===== config.mk =====
export PLATFORM = sky130hd
export DESIGN_NAME = sample_batch_coalescer
export DESIGN_NICKNAME = d
export VERILOG_FILES = /design/src/hw/rtl/sbc_pkg.sv /design/src/hw/rtl/sbc_front.sv /design/src/hw/rtl/sbc_queue.sv /design/src/hw/rtl/sbc_back.sv /design/src/hw/rtl/sample_batch_coalescer.sv
export SDC_FILE = /design/constraint.sdc
export NUM_CORES = 1
export LEC_CHECK = 0
export ABC_AREA = 1
export BUFFER_PORTS_ARGS = -buffer_cell sky130_fd_sc_hd__buf_4
export CAP_MARGIN = 20
export CORE_ASPECT_RATIO = 0.8
export CORE_MARGIN = 2
export CORE_UTILIZATION = 25
export CTS_CLUSTER_DIAMETER = 60
export CTS_CLUSTER_SIZE = 25
export DETAILED_ROUTE_END_ITERATION = 16
export PLACE_DENSITY_LB_ADDON = 0.1
export SKIP_CTS_REPAIR_TIMING = 1
export SYNTH_ARGS = -nofsm -noshare
export SYNTH_HDL_FRONTEND = slang
export SYNTH_HIERARCHICAL = 1
export SYNTH_SLANG_ARGS = --single-unit

===== constraint.sdc =====
create_clock -name clk -period 14.8 [get_ports clk]
set_input_delay 1.48 -clock clk [delete_from_list [all_inputs] [get_ports clk]]
set_output_delay 1.48 -clock clk [all_outputs]
set_load 0.01 [all_outputs]

===== src/hw/rtl/sbc_pkg.sv =====
package sbc_pkg;

  localparam int unsigned IN_TDATA_W  = 96;
  localparam int unsigned IN_TUSER_W  = 2;
  localparam int unsigned OUT_TDATA_W = 192;
  localparam int unsigned CFG_ADDR_W  = 2;
  localparam int unsigned CFG_DATA_W  = 23;
  localparam int unsigned QUEUE_DEPTH = 2;
  localparam int unsigned MAX_DIGITS  = 20;

  localparam logic [6:0]  BATCH_DEPTH    = 7'd64;
  localparam logic [63:0] SAFE_SEQ_MAX   = 64'd9007199254740991;
  localparam logic [22:0] FIXED_OVERHEAD = 23'd64;

  localparam logic [6:0]  RST_MAX_SAMPLES = 7'd64;
  localparam logic [22:0] RST_MAX_BYTES   = 23'd65536;
  localparam logic [15:0] RST_MAX_LATENCY = 16'd100;

  localparam logic [CFG_ADDR_W-1:0] CFG_MAX_SAMPLES = 2'd0;
  localparam logic [CFG_ADDR_W-1:0] CFG_MAX_BYTES   = 2'd1;
  localparam logic [CFG_ADDR_W-1:0] CFG_MAX_LATENCY = 2'd2;

  typedef enum logic [1:0] {
    ACT_SAMPLE = 2'd0,
    ACT_TICK   = 2'd1,
    ACT_FLUSH  = 2'd2,
    ACT_CLEAR  = 2'd3
  } action_t;

  typedef enum logic [1:0] {
    SMP_ACCEPTED = 2'd0,
    SMP_EMPTY    = 2'd1,
    SMP_GAP      = 2'd2
  } sample_status_t;

  typedef enum logic [2:0] {
    CAUSE_TASK    = 3'd0,
    CAUSE_BYTES   = 3'd1,
    CAUSE_COUNT   = 3'd2,
    CAUSE_LATENCY = 3'd3,
    CAUSE_REQUEST = 3'd4
  } cause_t;

  typedef enum logic {
    KIND_STATUS = 1'b0,
    KIND_BATCH  = 1'b1
  } kind_t;

  typedef struct packed {
    action_t     action;
    logic [63:0] seq;
    logic [15:0] task_tag;
    logic [15:0] sample_bytes;
    logic        empty;
    logic [4:0]  digits;
    logic        seq_safe;
  } sbc_item_t;

  typedef struct packed {
    logic [6:0]  cap;
    logic [22:0] limit;
    logic [15:0] latency;
  } sbc_cfg_t;

  typedef struct packed {
    kind_t          kind;
    sample_status_t status;
    cause_t         cause;
    logic [63:0]    first_seq;
    logic [63:0]    last_seq;
    logic [6:0]     sample_count;
    logic [21:0]    payload_bytes;
    logic [22:0]    batch_bytes;
    logic           last;
  } sbc_result_t;

  function automatic logic [63:0] pow10(input logic [4:0] n);
    logic [63:0] p;
    case (n)
      5'd0:    p = 64'd1;
      5'd1:    p = 64'd10;
      5'd2:    p = 64'd100;
      5'd3:    p = 64'd1000;
      5'd4:    p = 64'd10000;
      5'd5:    p = 64'd100000;
      5'd6:    p = 64'd1000000;
      5'd7:    p = 64'd10000000;
      5'd8:    p = 64'd100000000;
      5'd9:    p = 64'd1000000000;
      5'd10:   p = 64'd10000000000;
      5'd11:   p = 64'd100000000000;
      5'd12:   p = 64'd1000000000000;
      5'd13:   p = 64'd10000000000000;
      5'd14:   p = 64'd100000000000000;
      5'd15:   p = 64'd1000000000000000;
      5'd16:   p = 64'd10000000000000000;
      5'd17:   p = 64'd100000000000000000;
      5'd18:   p = 64'd1000000000000000000;
      5'd19:   p = 64'd10000000000000000000;
      default: p = '1;
    endcase
    return p;
  endfunction

  // overhead + both digit counts + payload + separators
  function automatic logic [22:0] proj_size(input logic [4:0] dig_a, input logic [4:0] dig_b,
                                            input logic [21:0] pay, input logic [6:0] extra);
    return FIXED_OVERHEAD + 23'(dig_a) + 23'(dig_b) + 23'(pay) + 23'(extra);
  endfunction

endpackage


===== src/hw/rtl/sbc_front.sv =====
module sbc_front (
  input  logic                              clk,
  input  logic                              rst_n,
  input  logic                              in_tvalid,
  output logic                              in_tready,
  // sequence_req, task_tag, sample_bytes
  input  logic [sbc_pkg::IN_TDATA_W-1:0]    in_tdata,
  // action
  input  logic [sbc_pkg::IN_TUSER_W-1:0]    in_tuser,
  input  logic                              q_full,
  output logic                              q_push,
  output sbc_pkg::sbc_item_t                q_item
);
  import sbc_pkg::*;

  logic              fv_r;
  logic              fv_nxt;
  sbc_item_t         item_r;
  sbc_item_t         item_nxt;
  logic              in_acc;
  logic [MAX_DIGITS-2:0] ge;
  logic [63:0]       seq_in;

  assign in_tready = !fv_r || !q_full;
  assign in_acc    = in_tvalid && in_tready;
  assign q_push    = fv_r && !q_full;
  assign q_item    = item_r;
  assign seq_in    = in_tdata[63:0];

  always_comb begin
    for (int i = 1; i < MAX_DIGITS; i++) begin
      ge[i-1] = (seq_in >= pow10(5'(i)));
    end
    item_nxt.action       = action_t'(in_tuser);
    item_nxt.seq          = seq_in;
    item_nxt.task_tag     = in_tdata[79:64];
    item_nxt.sample_bytes = in_tdata[95:80];
    item_nxt.empty        = (in_tdata[95:80] == 16'd0);
    item_nxt.digits       = 5'd1 + 5'($countones(ge));
    item_nxt.seq_safe     = (seq_in <= SAFE_SEQ_MAX);
    if (in_acc) begin
      fv_nxt = 1'b1;
    end else if (q_push) begin
      fv_nxt = 1'b0;
    end else begin
      fv_nxt = fv_r;
    end
  end

  always_ff @(posedge clk) begin
    if (!rst_n) begin
      fv_r <= 1'b0;
    end else begin
      fv_r <= fv_nxt;
    end
  end

  always_ff @(posedge clk) begin
    if (in_acc) begin
      item_r <= item_nxt;
    end
  end

endmodule


===== src/hw/rtl/sbc_queue.sv =====
module sbc_queue (
  input  logic               clk,
  input  logic               rst_n,
  input  logic               push,
  input  sbc_pkg::sbc_item_t din,
  output logic               full,
  input  logic               pop,
  output logic               valid,
  output sbc_pkg::sbc_item_t dout
);
  import sbc_pkg::*;

  localparam int unsigned PTR_W = (QUEUE_DEPTH > 1) ? $clog2(QUEUE_DEPTH) : 1;
  localparam int unsigned CNT_W = $clog2(QUEUE_DEPTH + 1);

  sbc_item_t        mem_r [QUEUE_DEPTH];
  logic [PTR_W-1:0] wr_ptr_r;
  logic [PTR_W-1:0] wr_ptr_nxt;
  logic [PTR_W-1:0] rd_ptr_r;
  logic [PTR_W-1:0] rd_ptr_nxt;
  logic [CNT_W-1:0] count_r;
  logic [CNT_W-1:0] count_nxt;
  logic             do_push;
  logic             do_pop;

  assign full    = (count_r == CNT_W'(QUEUE_DEPTH));
  assign valid   = (count_r != '0);
  assign dout    = mem_r[rd_ptr_r];
  assign do_push = push && !full;
  assign do_pop  = pop && valid;

  always_comb begin
    wr_ptr_nxt = wr_ptr_r;
    rd_ptr_nxt = rd_ptr_r;
    count_nxt  = count_r;
    if (do_push) begin
      wr_ptr_nxt = (wr_ptr_r == PTR_W'(QUEUE_DEPTH - 1)) ? '0 : wr_ptr_r + PTR_W'(1);
    end
    if (do_pop) begin
      rd_ptr_nxt = (rd_ptr_r == PTR_W'(QUEUE_DEPTH - 1)) ? '0 : rd_ptr_r + PTR_W'(1);
    end
    if (do_push && !do_pop) begin
      count_nxt = count_r + CNT_W'(1);
    end else if (do_pop && !do_push) begin
      count_nxt = count_r - CNT_W'(1);
    end
  end

  always_ff @(posedge clk) begin
    if (!rst_n) begin
      wr_ptr_r <= '0;
      rd_ptr_r <= '0;
      count_r  <= '0;
    end else begin
      wr_ptr_r <= wr_ptr_nxt;
      rd_ptr_r <= rd_ptr_nxt;
      count_r  <= count_nxt;
    end
  end

  always_ff @(posedge clk) begin
    if (do_push) begin
      mem_r[wr_ptr_r] <= din;
    end
  end

endmodule


===== src/hw/rtl/sbc_back.sv =====
module sbc_back (
  input  logic                 clk,
  input  logic                 rst_n,
  input  sbc_pkg::sbc_cfg_t    cfg,
  input  logic                 q_valid,
  input  sbc_pkg::sbc_item_t   q_item,
  output logic                 q_pop,
  output logic                 res_valid,
  input  logic                 res_ready,
  output sbc_pkg::sbc_result_t res
);
  import sbc_pkg::*;

  typedef enum logic [1:0] {
    S_CHECK,
    S_START,
    S_POST,
    S_STATUS
  } state_t;

  state_t      state_r, state_nxt;
  logic [6:0]  held_r, held_nxt;
  logic [63:0] first_r, first_nxt;
  logic [63:0] last_r, last_nxt;
  logic [15:0] task_r, task_nxt;
  logic [21:0] pay_r, pay_nxt;
  logic [4:0]  first_dig_r, first_dig_nxt;
  logic [4:0]  last_dig_r, last_dig_nxt;
  logic        first_safe_r, first_safe_nxt;
  logic [15:0] lat_r, lat_nxt;
  logic        run_r, run_nxt;
  logic        res_valid_r, res_valid_nxt;
  sbc_result_t res_r, res_nxt;

  logic        can_take;
  logic        go;
  logic        hit;
  logic [63:0] last_inc;
  logic [4:0]  hyp_dig;
  logic [21:0] pay_hyp;
  logic [22:0] size_hyp;
  logic [22:0] size_cur;
  logic        safe_hyp;
  logic        safe_cur;
  logic        reach_hyp;
  logic        reach_cur;
  logic        task_change;
  logic        seq_gap;
  logic        do_start;
  logic        do_append;
  logic        do_clear;
  logic        do_emit;
  sbc_result_t desc;
  sbc_result_t stat;
  sbc_result_t pick;

  assign res_valid = res_valid_r;
  assign res       = res_r;

  always_comb begin
    can_take    = !res_valid_r || res_ready;
    go          = q_valid && can_take;
    hit         = (held_r != '0);
    last_inc    = last_r + 64'd1;
    hyp_dig     = last_dig_r + {4'd0, (last_inc == pow10(last_dig_r))};
    pay_hyp     = pay_r + 22'(q_item.sample_bytes);
    size_hyp    = proj_size(first_dig_r, hyp_dig, pay_hyp, held_r);
    size_cur    = proj_size(first_dig_r, last_dig_r, pay_r, held_r - 7'd1);
    safe_hyp    = first_safe_r && (last_r < SAFE_SEQ_MAX);
    safe_cur    = first_safe_r && (last_r <= SAFE_SEQ_MAX);
    reach_hyp   = safe_hyp && (size_hyp >= cfg.limit);
    reach_cur   = safe_cur && (size_cur >= cfg.limit);
    task_change = hit && (q_item.task_tag != task_r);
    seq_gap     = hit && (q_item.seq != last_inc);

    desc = '{kind: KIND_BATCH, status: SMP_ACCEPTED, cause: CAUSE_TASK,
             first_seq: first_r, last_seq: last_r, sample_count: held_r,
             payload_bytes: pay_r, batch_bytes: (safe_cur ? size_cur : 23'd0),
             last: 1'b0};
    stat = '{kind: KIND_STATUS, status: SMP_ACCEPTED, cause: CAUSE_TASK,
             first_seq: 64'd0, last_seq: 64'd0, sample_count: 7'd0,
             payload_bytes: 22'd0, batch_bytes: 23'd0, last: 1'b1};

    state_nxt      = state_r;
    held_nxt       = held_r;
    first_nxt      = first_r;
    last_nxt       = last_r;
    task_nxt       = task_r;
    pay_nxt        = pay_r;
    first_dig_nxt  = first_dig_r;
    last_dig_nxt   = last_dig_r;
    first_safe_nxt = first_safe_r;
    lat_nxt        = lat_r;
    run_nxt        = run_r;
    res_valid_nxt  = res_valid_r && !res_ready;
    res_nxt        = res_r;
    q_pop          = 1'b0;
    do_start       = 1'b0;
    do_append      = 1'b0;
    do_clear       = 1'b0;
    do_emit        = 1'b0;
    pick           = desc;

    if (go) begin
      unique case (state_r)
        S_CHECK: begin
          unique case (q_item.action)
            ACT_SAMPLE: begin
              if (q_item.empty) begin
                do_emit     = 1'b1;
                pick        = stat;
                pick.status = SMP_EMPTY;
                q_pop       = 1'b1;
              end else if (task_change) begin
                do_emit    = 1'b1;
                pick.cause = CAUSE_TASK;
                do_clear   = 1'b1;
                state_nxt  = S_START;
              end else if (seq_gap) begin
                do_emit     = 1'b1;
                pick        = stat;
                pick.status = SMP_GAP;
                q_pop       = 1'b1;
              end else if (hit && reach_hyp) begin
                do_emit    = 1'b1;
                pick.cause = CAUSE_BYTES;
                do_clear   = 1'b1;
                state_nxt  = S_START;
              end else if (hit) begin
                do_append = 1'b1;
                state_nxt = S_POST;
              end else begin
                do_start  = 1'b1;
                state_nxt = S_POST;
              end
            end
            ACT_TICK: begin
              q_pop = 1'b1;
              if (run_r) begin
                if (lat_r <= 16'd1) begin
                  do_clear   = 1'b1;
                  do_emit    = hit;
                  pick.cause = CAUSE_LATENCY;
                  pick.last  = 1'b1;
                end else begin
                  lat_nxt = lat_r - 16'd1;
                end
              end
            end
            ACT_FLUSH: begin
              q_pop      = 1'b1;
              do_clear   = 1'b1;
              do_emit    = hit;
              pick.cause = CAUSE_REQUEST;
              pick.last  = 1'b1;
            end
            ACT_CLEAR: begin
              q_pop    = 1'b1;
              do_clear = 1'b1;
            end
          endcase
        end
        S_START: begin
          do_start  = 1'b1;
          state_nxt = S_POST;
        end
        S_POST: begin
          if (held_r >= cfg.cap) begin
            do_emit    = 1'b1;
            pick.cause = CAUSE_COUNT;
            do_clear   = 1'b1;
            state_nxt  = S_STATUS;
          end else if (reach_cur) begin
            do_emit    = 1'b1;
            pick.cause = CAUSE_BYTES;
            do_clear   = 1'b1;
            state_nxt  = S_STATUS;
          end else begin
            do_emit   = 1'b1;
            pick      = stat;
            q_pop     = 1'b1;
            state_nxt = S_CHECK;
          end
        end
        S_STATUS: begin
          do_emit   = 1'b1;
          pick      = stat;
          q_pop     = 1'b1;
          state_nxt = S_CHECK;
        end
      endcase
    end

    if (do_clear) begin
      held_nxt = '0;
      run_nxt  = 1'b0;
      lat_nxt  = '0;
    end
    if (do_start) begin
      held_nxt       = 7'd1;
      first_nxt      = q_item.seq;
      last_nxt       = q_item.seq;
      task_nxt       = q_item.task_tag;
      pay_nxt        = 22'(q_item.sample_bytes);
      first_dig_nxt  = q_item.digits;
      last_dig_nxt   = q_item.digits;
      first_safe_nxt = q_item.seq_safe;
      lat_nxt        = cfg.latency;
      run_nxt        = 1'b1;
    end
    if (do_append) begin
      held_nxt     = held_r + 7'd1;
      pay_nxt      = pay_hyp;
      last_nxt     = last_inc;
      last_dig_nxt = hyp_dig;
    end
    if (do_emit) begin
      res_valid_nxt = 1'b1;
      res_nxt       = pick;
    end
  end

  always_ff @(posedge clk) begin
    if (!rst_n) begin
      state_r     <= S_CHECK;
      held_r      <= '0;
      lat_r       <= '0;
      run_r       <= 1'b0;
      res_valid_r <= 1'b0;
    end else begin
      state_r     <= state_nxt;
      held_r      <= held_nxt;
      lat_r       <= lat_nxt;
      run_r       <= run_nxt;
      res_valid_r <= res_valid_nxt;
    end
    first_r      <= first_nxt;
    last_r       <= last_nxt;
    task_r       <= task_nxt;
    pay_r        <= pay_nxt;
    first_dig_r  <= first_dig_nxt;
    last_dig_r   <= last_dig_nxt;
    first_safe_r <= first_safe_nxt;
    res_r        <= res_nxt;
  end

  a_timer_needs_batch: assert property (@(posedge clk) disable iff (!rst_n)
    run_r |-> hit)
    else $error("timer running with no open batch");

  a_item_held_mid_sequence: assert property (@(posedge clk) disable iff (!rst_n)
    (state_r != S_CHECK) |-> q_valid)
    else $error("sequencer mid-item without a queued item");

  a_post_has_batch: assert property (@(posedge clk) disable iff (!rst_n)
    (state_r == S_POST) |-> hit)
    else $error("post-append check with empty batch");

  a_status_is_last: assert property (@(posedge clk) disable iff (!rst_n)
    (res_valid_r && (res_r.kind == KIND_STATUS)) |-> res_r.last)
    else $error("sample status not marked last");

  a_batch_not_empty: assert property (@(posedge clk) disable iff (!rst_n)
    (res_valid_r && (res_r.kind == KIND_BATCH)) |-> (res_r.sample_count != 7'd0))
    else $error("empty batch descriptor");

endmodule


===== src/hw/rtl/sample_batch_coalescer.sv =====
// path: an accepted item is registered in the front end, held in a 2-entry queue that
//   keeps the input accepting, and reported through the back end's result register
// back-end states: S_CHECK alone for a tick, flush request, clear, empty or gap sample;
//   other samples S_CHECK, S_START if S_CHECK flushed, S_POST, S_STATUS if S_POST flushed
// reset: rst_n synchronous active low; empties batch, queue and output register,
//   registers return to max_samples 64, max_bytes 65536, max_latency_ticks 100
module sample_batch_coalescer (
  input  logic                                clk,
  input  logic                                rst_n,
  input  logic                                in_tvalid,
  output logic                                in_tready,
  // sequence_req[63:0], task_tag[79:64], sample_bytes[95:80]
  input  logic [sbc_pkg::IN_TDATA_W-1:0]      in_tdata,
  // action[1:0]
  input  logic [sbc_pkg::IN_TUSER_W-1:0]      in_tuser,
  output logic                                out_tvalid,
  input  logic                                out_tready,
  // status[1:0], flush_cause[4:2], first_seq[68:5], last_seq[132:69],
  // sample_count[139:133], payload_bytes[161:140], batch_bytes[184:162], zeros above
  output logic [sbc_pkg::OUT_TDATA_W-1:0]     out_tdata,
  // kind
  output logic                                out_tuser,
  output logic                                out_tlast,
  input  logic                                cfg_we,
  input  logic [sbc_pkg::CFG_ADDR_W-1:0]      cfg_addr,
  input  logic [sbc_pkg::CFG_DATA_W-1:0]      cfg_wdata
);
  import sbc_pkg::*;

  sbc_cfg_t    cfg_r;
  logic [6:0]  cap_wr;
  logic        q_push;
  logic        q_full;
  logic        q_valid;
  logic        q_pop;
  sbc_item_t   front_item;
  sbc_item_t   head_item;
  sbc_result_t res;

  // clamp sample limit to 1..depth
  always_comb begin
    if (cfg_wdata[6:0] == 7'd0) begin
      cap_wr = 7'd1;
    end else if (cfg_wdata[6:0] > BATCH_DEPTH) begin
      cap_wr = BATCH_DEPTH;
    end else begin
      cap_wr = cfg_wdata[6:0];
    end
  end

  always_ff @(posedge clk) begin
    if (!rst_n) begin
      cfg_r <= '{cap: RST_MAX_SAMPLES, limit: RST_MAX_BYTES, latency: RST_MAX_LATENCY};
    end else if (cfg_we) begin
      unique case (cfg_addr)
        CFG_MAX_SAMPLES: cfg_r.cap     <= cap_wr;
        CFG_MAX_BYTES:   cfg_r.limit   <= (cfg_wdata == '0) ? 23'd1 : cfg_wdata;
        CFG_MAX_LATENCY: cfg_r.latency <= cfg_wdata[15:0];
        default: ;
      endcase
    end
  end

  sbc_front u_front (
    .clk       (clk),
    .rst_n     (rst_n),
    .in_tvalid (in_tvalid),
    .in_tready (in_tready),
    .in_tdata  (in_tdata),
    .in_tuser  (in_tuser),
    .q_full    (q_full),
    .q_push    (q_push),
    .q_item    (front_item)
  );

  sbc_queue u_queue (
    .clk   (clk),
    .rst_n (rst_n),
    .push  (q_push),
    .din   (front_item),
    .full  (q_full),
    .pop   (q_pop),
    .valid (q_valid),
    .dout  (head_item)
  );

  sbc_back u_back (
    .clk       (clk),
    .rst_n     (rst_n),
    .cfg       (cfg_r),
    .q_valid   (q_valid),
    .q_item    (head_item),
    .q_pop     (q_pop),
    .res_valid (out_tvalid),
    .res_ready (out_tready),
    .res       (res)
  );

  assign out_tdata = {7'd0, res.batch_bytes, res.payload_bytes, res.sample_count,
                      res.last_seq, res.first_seq, res.cause, res.status};
  assign out_tuser = res.kind;
  assign out_tlast = res.last;

endmodule

==> results of run 1 <==
cell usage after synthesis (50+ instances only):
cell type | count | area, sq um
clkbuf_1 | 75 | 282
nand4_1 | 57 | 357
mux2_4 | 50 | 751
nor2_1 | 634 | 2380
edfxtp_1 | 679 | 20400
nand3_1 | 249 | 1250
a21oi_1 | 110 | 551
dfxtp_1 | 134 | 2680
o21ai_1 | 52 | 260
o21ai_0 | 108 | 541
inv_1 | 582 | 2180
mux2_2 | 55 | 619
ha_1 | 124 | 1550
xor2_1 | 107 | 937
nand2_1 | 931 | 3490
power by group:
part	internal [mW]	switching [mW]	total, mW
clock	1.33	1.13	2.46
combinational	1.05	1.90	2.95
sequential	2.93	0.216	3.15
total	5.32	3.25	8.56
layout make-up:
cell class	instances	area (sq um)	share of cell area (%)
sequential	813	23100	46.0
multi-input combinational	2856	16200	32.3
tap	2260	2830	5.63
timing repair buffer	332	2520	5.03
clock buffer	99	2370	4.72
inverter	602	2270	4.53
clock inverter	71	886	1.76
antenna	7	17.5	0.0349
per-stage QoR:
stage | cell area, sq um | utilization (%) | setup WS, ps | instances
2_1_floorplan | 42400 | - | 2670 | 4414
3_3_place_gp | 46900 | 27.8 | 2600 | 6861
3_5_place_dp | 46900 | 27.8 | 2540 | 6861
4_1_cts | 50100 | 29.7 | 2530 | 7031
5_1_grt | 50200 | 29.7 | 1570 | 7036
6_report | 50200 | 29.7 | 2520 | 7040
sequential cells by signal, indices dropped and copies added (netlist names), 5 cells and up, named ones only:
signal / cells
u_queue/mem_r: 210
u_back/last_r: 64
u_back/lat_r: 16
cfg_r: 46
u_back/res: 187
u_back/task_r: 16
u_front/q_item: 105
u_back/pay_r: 22
u_back/held_r: 7
u_back/last_dig_r: 5
u_back/first_r: 64
u_back/first_dig_r: 5
metal layers:
metal	wire (microns)	part of all wire, %	global-route usage (%)
met1	80200	53	27.4
met2	57600	38	22.7
met3	10100	6.7	3.84
met4	3070	2.0	3.76
met5	69	0.046	0
kinds of logic after synthesis:
group,after synthesis
and+or+nand+nor,2056
muxes,105
buffers and inverters,745
DFF,813
other,1
AOI/OAI and AO/OA,378
xor gates and xnor gates,152
adders and majority gates,158
worst max-delay path, delay by kind of cell (launching register included):
| kind | cells | cell delay (ps) |
|---|---|---|
| simple gates | 33 | 6480 |
| fa+ha+maj | 8 | 2700 |
| compound gates | 6 | 1080 |
| buf+inv | 6 | 860 |
| xor+xnor | 3 | 520 |
| flops | 1 | 470 |
worst max-delay path by stage:
| stage | start | end |
|---|---|---|
| finish | u_back/last_r[0]$_DFFE_PN_ | flip-flop |
| floorplan | u_back/last_r[0]$_DFFE_PN_ | u_back/res[0]$_SDFFCE_PN0P_ |
| detailed placement | u_back/last_r[0]$_DFFE_PN_ | flip-flop |
| CTS | u_back/last_r[0]$_DFFE_PN_ | flip-flop |
| global route | u_back/last_r[0]$_DFFE_PN_ | flip-flop |
| global placement | u_back/last_r[0]$_DFFE_PN_ | flip-flop |
==> impl_metrics.csv, run 1 <==
group,metric,value,unit
yosys,synth_mux_area_share,3.23,%
job,cap_violations,0,
clocking,worstSkewPairLatency,740,ps
pwr,power.leakage,20.3,nW
critical_path,cpMostUsedCell,"nand2_1",
hold_path,hold_end,"u_queue/mem_r[1][22]$_DFFE_PP_",
yosys,postSynthCellCount,4408,
critical_path,endpoint_kind,"flip-flop",
yosys,async_flop_share,0,%
grt,track_usage,17.1,%
yosys,synthAdderAreaFrac,5.26,%
critical_path,arrival,12890,ps
critical_path,rr_worst_depth,56,
timing,finClkSkew,58.7,ps
timing,worst_hold_slack,423,ps
critical_path,path_max_fanout,55,
timing,slew_headroom,31.0,%
routing,wl_per_cell,21.5,microns
finish,nFillCells,17900,
routing,drcViolationCount,0,
yosys,ys_seq_area_share,54.4,%
finish,most-common-layout-cells,"nand2_1, edfxtp_1, nor2_1, inv_1, buf_4",
yosys,synth_ff_type,"edfxtp_1",
timing,min_period_over_period,83.0,%
finish,final_nets,4983,
placement,hpwl,119000,microns
run_status,status,"completed",
clocking,htree_levels,3,
floorplan,die_area,173000,sq um
critical_path,crit_path_start_kind,"flip-flop",
clocking,cts_made_buffers,92,
grt,grt-ovfl-total,0,
placement,place_congestion,0.943,
yosys,ys_seq_elements,813,
yosys,post_synth.cell_area_avg,9.62,sq um
yosys,synth_xor_area_share,3.53,%
timing,period_needed,12280,ps
grt,antenna_found_initial,12,
critical_path,rr_startpoint,"u_back/last_r[0]$_DFFE_PN_",
finish,drive_gt1_share,15.5,%
placement,portBuffers,316,
floorplan,die_h,372,microns
timing,hold_violations,0,
routing,ant_nets,0,
yosys,synth_edf_count,679,
routing,drt_wl_total,151000,microns
critical_path,crit_required,15410,ps
floorplan,die_width,464,microns
yosys,synth-compound-area-share,5.25,%
routing,drt_first_pass_iters,5,
grt,grt_pass1_vias,29900,
hold_path,hp-class,"flip-flop to flip-flop",
yosys,synth_top_family_by_area,"simple AND/OR/NAND/NOR gates",
hold_path,hold_depth,0,
timing,setup_viol,0,
critical_path,slowest_stage,"fa_1",
routing,dr_total_vias,31200,
yosys,yosys_warnings,6,
yosys,syn_area,42400,sq um
critical_path,rrSetupSlack,2520,ps
yosys,synth_cell_type_count,75,
pwr,power_density,171,nW/um^2
floorplan,io_pins,324,
timing,max_slew.worst_pin.slew,1030,ps
grt,grt_max_degree,90,
pwr,finalPower,8.56,mW
routing,via_per_inst,4.43,
clocking,clkSlewWorstSetupHoldPaths,80,ps
critical_path,critPathKind,"flip-flop to flip-flop",
clocking,ctsLongestPathBuffers,3,
yosys,synthSimpleGateAreaFrac,20.8,%
critical_path,cp_slowest_stage_delay,610,ps
clocking,cts_sinks,813,
finish,syn_to_final_growth,18.4,%
finish,final_common_cell,"nand2_1",
timing,fmax,81.4,MHz
floorplan,start_util,25.1,%
timing,rsz0062_at_grt,"no",
clocking,cts_tree,"built",
timing,maxSlewViolCount,0,
pwr,peakVddDrop,0.0000955,V
floorplan,core-area,169000,sq um
grt,grt_pass1_wl,215000,microns
clocking,clock-root-buffer,"clkbuf_16",
hold_path,min_from,"u_front/q_item[22]$_DFFE_PP_",
floorplan,row_count,135,
routing,drt_iter0_drc,2707,
timing,tns,0,ps
Power figures use the tool's default switching activity.
==> run 2, diff against run 1 <==
ABC_AREA = 0   (was 1)
clock period = 10.92 ns   (was 14.8 ns; I/O delays follow)
==> run 2 against run 1 <==
  * Cell count shrank 11%
  * Sequential power up 34%
  * Synthesized cell count shrank 20%
  * Routed wire length is 5.0% higher
  * Clock skew decreased by 7.1 ps
  * Setup slack got worse by 2000 ps
  * Flip-flop and latch count did not move
  * Largest cell class unchanged
  * Largest power group unchanged
==> impl_metrics.csv, run 2 <==
group,metric,value,unit
run_status,status,"completed",
critical_path,crit_path_start_kind,"flip-flop",
yosys,ys_seq_elements,813,
job,cap_violations,0,
critical_path,slowest_stage,"fa_1",
yosys,syn_area,41800,sq um
clocking,worstSkewPairLatency,750,ps
routing,drt_iter0_drc,2521,
yosys,synth_ff_type,"edfxtp_1",
critical_path,endpoint_kind,"flip-flop",
timing,min_period_over_period,95.1,%
timing,tns,0,ps
clocking,cts_sinks,813,
placement,hpwl,122000,microns
critical_path,crit_required,11550,ps
timing,period_needed,10390,ps
yosys,ys_seq_area_share,55.2,%
clocking,clock-root-buffer,"clkbuf_16",
hold_path,hp-class,"flip-flop to flip-flop",
timing,rsz0062_at_grt,"no",
pwr,power.leakage,18.2,nW
yosys,postSynthCellCount,3541,
finish,largest_reg_flops,210,
yosys,yosysMostFrequentCell,"edfxtp_1",
routing,wl_per_cell,25.3,microns
yosys,post_synth.cell_area_avg,11.8,sq um
timing,max_slew.worst_pin.slew,1140,ps
finish,seq_area,23100,sq um
clocking,cts_made_buffers,92,
grt,grt_pass1_vias,28900,
grt,antenna_found_initial,5,
critical_path,critPathKind,"flip-flop to flip-flop",
routing,via_per_inst,4.79,
critical_path,cp_slowest_stage_delay,580,ps
floorplan,die_width,461,microns
routing,ant_nets,0,
floorplan,die_h,370,microns
finish,top_register,"u_queue/mem_r",
finish,most-common-layout-cells,"edfxtp_1, buf_4, nand2_1, xnor2_1, nor2_1",
finish,syn_to_final_growth,22.6,%
placement,place_congestion,0.943,
routing,dr_total_vias,30000,
yosys,yosys_warnings,6,
grt,grt_pass1_wl,222000,microns
critical_path,cpMostUsedCell,"buf_4",
finish,final_common_cell,"edfxtp_1",
floorplan,row_count,134,
timing,slew_headroom,22.2,%
clocking,ctsLongestPathBuffers,3,
timing,setup_viol,0,
timing,finClkSkew,51.6,ps
yosys,ys_top_cells_by_area,"edfxtp_1, dfxtp_1, ha_1",
floorplan,io_pins,324,
critical_path,path_max_fanout,9,
timing,hold_violations,0,
grt,grt-ovfl-total,0,
floorplan,start_util,25.1,%
routing,drcViolationCount,0,
finish,nFillCells,17200,
yosys,synth_top_area_cell,"edfxtp_1",
pwr,finalPower,11.5,mW
grt,track_usage,18.2,%
grt,grt_max_degree,101,
clocking,cts_tree,"built",
yosys,yosysTopAreaCellShare,48.8,%
critical_path,arrival,11020,ps
floorplan,core-area,166000,sq um
finish,final_nets,4216,
yosys,async_flop_share,0,%
yosys,synth_edf_count,679,
placement,portBuffers,316,
yosys,synth_cell_type_count,111,
pwr,peakVddDrop,0.000138,V
critical_path,rrSetupSlack,530,ps
finish,drive_gt1_share,23.2,%
yosys,synth_commonest_cells,"edfxtp_1, nand2_1, xnor2_1",
clocking,htree_levels,3,
timing,maxSlewViolCount,0,
routing,drt_wl_total,159000,microns
timing,fmax,96.3,MHz
finish,multi_input_area,17200,sq um
pwr,power_density,224,nW/um^2
floorplan,die_area,170000,sq um
clocking,clkSlewWorstSetupHoldPaths,70,ps
routing,drt_first_pass_iters,6,
## run 2: changes by cell type after synthesis, moves of 89 or more
| cell | before | now |
|---|---|---|
| nand3_1 | 249 | 106 |
| clkbuf_1 | 75 | 164 |
| nor2_1 | 634 | 168 |
| inv_1 | 582 | 135 |
| xnor2_1 | 33 | 169 |
| nor2b_1 | 1 | 161 |
| nand2_1 | 931 | 239 |
## run 2: area by class of cell
type	count	share of cell area, %
well taps	2244	5.48
diodes	5	0.0244
inverters	139	1.02
clock buffers	99	4.56
flip-flops and latches	813	45.0
repair buffers	542	8.38
multi-input cells	2342	33.7
clock inverters	74	1.83
## run 2: critical path: cells and delay by family, from the launching register on
| family | cells | cell delay [ps] |
|---|---|---|
| adder cells (fa/ha/maj) | 7 | 2270 |
| flip-flops | 1 | 550 |
| multiplexers | 1 | 230 |
| AO/OA/AOI/OAI | 13 | 2830 |
| AND/OR/NAND/NOR | 17 | 2690 |
| XOR/XNOR | 2 | 420 |
| buffers and inverters | 8 | 1290 |
## run 2: power by group
| part | switching, mW | total, mW | internal, mW |
|---|---|---|---|
| sequential | 0.259 | 4.23 | 3.97 |
| clock | 1.58 | 3.32 | 1.74 |
| combinational | 2.40 | 3.92 | 1.52 |
| total | 4.24 | 11.5 | 7.23 |
## run 2: final timing paths
kind,from,end,depth (start not counted)
max,u_back/last_r[4]$_DFFE_PN_,flip-flop,48
min,u_front/q_item[58]$_DFFE_PP_,u_queue/mem_r[1][58]$_DFFE_PP_,0
max reg2reg,u_back/last_r[4]$_DFFE_PN_,flip-flop,48
min reg2reg,u_front/q_item[58]$_DFFE_PP_,u_queue/mem_r[1][58]$_DFFE_PP_,0
## run 2: cells by family (layout without fill, tap and decap cells)
kind of cell / after synthesis / after routing / synth area share, %
simple gates: 1213 / 1213 / 16.3
flops: 813 / 813 / 55.2
compound gates: 572 / 572 / 9.17
buf+inv: 392 / 854 / 4.13
xor+xnor: 255 / 255 / 5.61
fa+ha+maj: 158 / 158 / 5.34
mux: 137 / 137 / 4.19
other cells: 1 / 12 / 0.00898
## run 2: routing by layer
| layer | global-route usage, % | routed length [microns] | vias up |
|---|---|---|---|
| met5 | 0 | 7 | - |
| met4 | 3.78 | 2970 | 2 |
| met3 | 3.04 | 8540 | 181 |
| met2 | 26.2 | 66600 | 897 |
| met1 | 28.1 | 80400 | 15000 |
| li1 | - | - | 13900 |
## run 2: per-stage QoR
step,instances,util [%],setup WS (ps),hold slack (ps),instance area [sq um]
after floorplan,3547,-,15.8,421,41800
after global placement,6050,28.6,-46.9,427,47500
after detailed placement,6050,28.6,-85.1,429,47500
after CTS,6223,30.5,-180,426,50800
after global routing,6255,30.8,19.7,436,51200
final,6258,30.8,534,425,51200
